$ cat config.mk
export PLATFORM = sky130hd
export DESIGN_NAME = ipfc_ram
export DESIGN_NICKNAME = d
export VERILOG_FILES = /design/src/rtl/core/ip_flow_packet_byte_counter_top_assert.svh /design/src/rtl/core/ipfc_ram.sv
export SDC_FILE = /design/constraint.sdc
export NUM_CORES = 1
export LEC_CHECK = 0
export BUFFER_PORTS_ARGS = -buffer_cell sky130_fd_sc_hd__buf_4
export CAP_MARGIN = 25
export CORE_ASPECT_RATIO = 1.1
export CORE_UTILIZATION = 38
export CTS_CLUSTER_DIAMETER = 40
export DETAILED_ROUTE_END_ITERATION = 6
export PLACE_DENSITY_LB_ADDON = 0.25
export SLEW_MARGIN = 20
export SYNTH_ARGS = -nofsm -noshare
export SYNTH_HDL_FRONTEND = slang
export SYNTH_SLANG_ARGS = --single-unit
$ cat constraint.sdc
create_clock -name clk_i -period 4.25 [get_ports clk_i]
set_input_delay 0.425 -clock clk_i [delete_from_list [all_inputs] [get_ports clk_i]]
set_output_delay 0.425 -clock clk_i [all_outputs]
set_load 0.02 [all_outputs]
$ cat src/rtl/core/ip_flow_packet_byte_counter_top_assert.svh
// assertion macros for the flow counter
`ifndef IP_FLOW_PACKET_BYTE_COUNTER_TOP_ASSERT_SVH
`define IP_FLOW_PACKET_BYTE_COUNTER_TOP_ASSERT_SVH
// implication checked every clock edge outside reset
`define IPFC_ASSERT_IMP(lbl, clk, rstn, a, c) \
  lbl: assert property (@(posedge clk) disable iff (!rstn) (a) |-> (c)) \
    else $error("assertion failed");
// next-cycle implication
`define IPFC_ASSERT_NXT(lbl, clk, rstn, a, c) \
  lbl: assert property (@(posedge clk) disable iff (!rstn) (a) |=> (c)) \
    else $error("assertion failed");
`endif

$ cat src/rtl/core/ipfc_ram.sv
// generic single-port ram with registered read
module ipfc_ram #(
  parameter int unsigned Width = 8,
  parameter int unsigned Depth = 16,
  parameter int unsigned AddrW = (Depth > 1) ? $clog2(Depth) : 1
) (
  input  logic             clk_i,
  input  logic             we_i,
  input  logic [AddrW-1:0] addr_i,
  input  logic [Width-1:0] wdata_i,
  output logic [Width-1:0] rdata_o
);
  logic [Width-1:0] mem_q [Depth];

  always_ff @(posedge clk_i) begin
    if (we_i) begin
      mem_q[addr_i] <= wdata_i;
    end
    rdata_o <= mem_q[addr_i];
  end
endmodule

# After elaboration in Yosys (flattened, before gate mapping)
# Memory sizes are Yosys's and may differ from the RTL's. A register that Yosys moved wholly into a read port is not among the register bits.
# Cells that the tools add are included.
[totals]
wordCells = 3
output_inout_bits = 8
inputBits = 14
regBits = 0
n_memories = 1
ramBits = 128
[classes]
n_mux = 2
[memory_table]
columns = ["name", "depth", "width", "read_ports", "rd_ports_with_merged_regs", "wr", "line_no", "rtl"]
rows = [
  ["mem_q", 16, 8, 1, 1, 1, "ipfc_ram.sv:13", "logic [Width-1:0] mem_q [Depth];"],
]
[ops]
columns = ["cell", "count"]
rows = [
  ["2-to-1 mux 1 bit", 2],
]

# Logic depth before layout (Yosys ltp)
[logic_depth]
word_depth = 2
ltp_mapped = 5
depth_no_buf = 3

# Least setup slack after synthesis
# OpenSTA, ideal clock, no wires.
[synth_timing]
path_type = "input-to-reg"
start = "input port addr_i[2]"
end = "memory mem_q[0][0], enable pin"
t_arrival_ps = 1535
required_time_ps = 3867
setup_ps = 383
cell_stages = 2
setup_slack_ps = 2332
n_path_buf = 0
path_cell_list = "or3b_2 -> nor3_1"
[synth_rtl]
columns = ["element", "line_no", "rtl"]
rows = [
  ["start, declared", "ipfc_ram.sv:9", "input logic [AddrW-1:0] addr_i,"],
  ["end, declared", "ipfc_ram.sv:13", ""],
]
# No word-level cell before the write port.

# Worst setup path after layout
[layout_timing]
start = "input port addr_i[0]"
end = "memory mem_q[13][5], enable pin"
# No word-level cell before the write port.

==> results_tabular.tex <==
\begin{tabular}{lr}
\hline
Metric & Value \\
\hline
\multicolumn{2}{l}{\textbf{Status}} \\
Run status & complete, but fails checks \\
Violations in the final reports & design-rule violations \\
\multicolumn{2}{l}{\textbf{Die}} \\
Die width & roughly 110 um \\
Effective utilization at floorplan & between 30 and 40\% \\
Site row count & 43 \\
Placeable core region & approximately 13000 um\^{}2 \\
I/O pins & 22 \\
Floorplan die area & approximately 14000 um\^{}2 \\
Die boundary height & about 120 um \\
\multicolumn{2}{l}{\textbf{GRT}} \\
GRT met1 Usage & between 10\% and 20\% \\
Wire length of the first global-routing pass & 14400 um \\
Overflow left after global routing & 0 \\
Busiest layer in global routing & met2 \\
Total Routing Usage GR & $\sim$15\% \\
Global routing met3 resource utilization & about 3.9\% \\
Initial antenna violation count & 0 \\
Largest net degree at the start of global routing & 40 \\
Fraction of met2 tracks used by global routing & approximately a quarter \\
Via count of the first global-routing pass & between 2000 and 2500 \\
\multicolumn{2}{l}{\textbf{Critical path}} \\
Endpoint kind of the worst setup timing path & register \\
Critical Path Start & addr\_i[0] \\
Worst setup SP type & input port \\
Critical path peak fanout & 39 \\
Reg-to-reg endpoint & rdata\_o[5] \\
Crit path kind & in2reg \\
Worst path arrival time & 1910 ps \\
Critical Path Sink & mem\_q[13][5] \\
R2R Setup Slk & 2830 ps \\
Source of the worst register-to-register timing path & mem\_q[3][5] \\
Cell count of the worst reg-to-reg path & 3 \\
Worst Path Required & 4280 ps \\
\multicolumn{2}{l}{\textbf{Layout}} \\
Number of fill cells & 1079 \\
Final-stage net count & 276 \\
Final non-filler cell total & roughly 430 \\
Area taken by multi-input logic gates & a little over 1000 um\^{}2 \\
Area grow syn2layout & 17.0\% \\
\# diodes & 0 \\
Layout cells sized above 1 & 30.3\% \\
FF+latch area & 4000 um\^{}2 \\
\multicolumn{2}{l}{\textbf{Power}} \\
Max rail drop VDD & approximately 0.26 mV \\
Int Power & $\sim$2.4 mW \\
Share of total power in the clock network & between 40 and 50\% \\
Net switching power & about 0.58 mW \\
Power per cell area & about 500 nW/um\^{}2 \\
Sequential cell fraction of total power & roughly half \\
Leakage power of the design & 1.92 nW \\
Sum of internal, switching and leakage power & approximately 3.0 mW \\
Fraction of power spent switching nets & about a fifth \\
Combinational share of power & under 10\% \\
\multicolumn{2}{l}{\textbf{Logic synthesis}} \\
Area of the mapped netlist & 5070 um\^{}2 \\
Top cell type's share of synthesized area & 75.9\% \\
Yosys warning count & 0 \\
Share of synthesized area occupied by flip-flops and latches & between 70\% and 80\% \\
Yosys top cell by area & sky130\_fd\_sc\_hd\_\_edfxtp\_1 \\
Gate Count Post-Synth & between 200 and 250 \\
Post-synth cell types & 18 \\
Mean Syn Cell Area & 22.0 um\^{}2 \\
Leading cell types by total area after synthesis & sky130\_fd\_sc\_hd\_\_edfxtp\_1 76\%, sky130\_fd\_sc\_hd\_\_mux4\_2 14\%, sky130\_fd\_sc\_hd\_\_dfxtp\_1 3.2\% \\
Number of nets in the synthesized netlist & approximately 240 \\
Flip-flop and latch count after synthesis & approximately 140 \\
\multicolumn{2}{l}{\textbf{STA}} \\
Worst-case hold slack & between 300 and 400 ps \\
Worst Clk Skew & between 6 and 7 ps \\
Count of final hold-check violations & 0 \\
Maximum clock frequency & about 0.53 GHz \\
Shortest clock period the worst path allows after layout & approximately 1900 ps \\
Period Utilization, post-route & 44.3\% \\
Final setup violation count & 0 \\
RSZ-0062 raised after global routing & false \\
Final setup TNS & 0 ps \\
Post-route setup slack & between 2000 and 2500 ps \\
Pins Over Slew Limit & 0 \\
Headroom to the max-slew limit & between 40 and 50\% \\
Worst Tran Pin Value & between 800 and 900 ps \\
\multicolumn{2}{l}{\textbf{Clock tree}} \\
Number of instances resized during post-cts repair & 0 \\
Root Buffer & sky130\_fd\_sc\_hd\_\_clkbuf\_16 \\
Clock tree from TritonCTS & built \\
CTS clock-pin slew for the worst setup and hold paths & approximately 50 ps \\
Post-CTS Hold Buffers & 0 \\
Clock Path Buffers & 2 \\
H-tree depth & 4 \\
Count of buffers added by post-CTS timing repair for setup & 0 \\
Number of sinks driven by the clock tree & 136 \\
Insertion delay to the later sink of the worst-skew pair & 410 ps \\
Number of buffers created by CTS & 17 \\
\multicolumn{2}{l}{\textbf{Routing}} \\
Routed wire length & $\sim$9600 um \\
Iteration-0 DRC Markers & approximately 170 \\
DR vias & about 2300 \\
First-pass iteration count of the detailed router & 6 \\
Antenna viol nets, final & 0 \\
Average wire length per cell after detail routing & between 20 and 25 um \\
Post-DR vias/cell & around 5.3 \\
Number of remaining DRC errors & 3 \\
\multicolumn{2}{l}{\textbf{Flow run}} \\
Number of max-cap violations & 0 \\
\multicolumn{2}{l}{\textbf{Min path}} \\
Path class of the lowest-slack min-delay path & in2reg \\
Hold Crit Start & wdata\_i[7] \\
\multicolumn{2}{l}{\textbf{Placement}} \\
Global placement routability congestion & between 0.7 and 0.8 \\
Placed cell count & 400 \\
HPWL Detailed & around 5800 um \\
Worst setup slack after placement & 1880 ps \\
Buffers added on ports & 21 \\
\hline
\end{tabular}
==> layout make-up <==
cell class              count  area share [%]
multi-input cells          83            17.0
repair buffers             24            3.04
clock inverters             5           0.844
well taps                 157            3.31
flip-flops and latches    136            67.5
clock buffers              26            8.25
==> worst max-delay path: stages <==
cell,delay (ps)
sky130_fd_sc_hd__buf_4,550
sky130_fd_sc_hd__nand2b_1,270
sky130_fd_sc_hd__nor2_1,640
==> power groups by stage <==
| stage | registers, mW | clock network [mW] | logic, mW |
|---|---|---|---|
| 6_report | 1.51 | 1.33 | 0.154 |
| 5_1_grt | 1.51 | 1.39 | 0.166 |
| 4_1_cts | 1.51 | 1.34 | 0.157 |
| 3_5_place_dp | 1.54 | 0 | 0.157 |
| 3_3_place_gp | 1.53 | 0 | 0.155 |
| 2_1_floorplan | 1.55 | 0 | 0.0773 |
==> state kept, by name, indices dropped and copies added, names as in the netlist <==
name,count
mem_q,128
rdata_o,8
==> cell families (layout without fill, tap and decap cells) <==
kind of cell / count (synthesis) / count (layout) / synth area share [%]
compound gates: 16 / 16 / 2.37
buf+inv: 11 / 55 / 1.19
flops: 136 / 136 / 79.0
mux: 32 / 32 / 14.2
simple gates: 35 / 35 / 3.21
==> cell usage in the layout (no fill, tap or decap), drive strengths merged <==
cell,netlist,routed
buf,8,24
mux4,32,32
dfxtp,8,8
clkinv,0,4
edfxtp,128,128
nand3,1,1
nor2b,2,2
nand2,9,9
bufinv,0,1
nand3b,2,2
and2,1,1
nand2b,2,2
nor2,13,13
a22oi,16,16
nor3,4,4
clkbuf,3,26
or3b,1,1
==> synth_stat cells (all sizes together) <==
cell	number
buf	8
nand2b	2
clkbuf	3
edfxtp	128
and2	1
dfxtp	8
mux4	32
nand2	9
nor2	13
nor3	4
or3b	1
nand3	1
nor2b	2
a22oi	16
nand3b	2
==> metrics by stage <==
| stage | utilization, % | area [um^2] |
|---|---|---|
| after floorplan | - | 5070 |
| after global placement | 42.0 | 5380 |
| after detailed placement | 42.1 | 5390 |
| after CTS | 46.3 | 5930 |
| after global routing | 46.3 | 5930 |
| final | 46.3 | 5930 |
==> worst min-delay path by stage <==
stage / to / slack [ps] / cells after the start
after floorplan: mem_q[0][0] / 520 / 0
after global placement: rdata_o[4] / 660 / 3
after detailed placement: rdata_o[2] / 660 / 3
after CTS: mem_q[5][0] / 350 / 1
after global routing: mem_q[6][2] / 360 / 1
final: mem_q[10][7] / 350 / 1
==> metal layers <==
| metal | vias up | part of all wire (%) |
|---|---|---|
| met2 | 63 | 51 |
| li1 | 1027 | - |
| met3 | 8 | 5.6 |
| met1 | 1179 | 42 |
| met5 | - | 0 |
| met4 | 0 | 1.1 |
(Power assumes the default switching activity.)
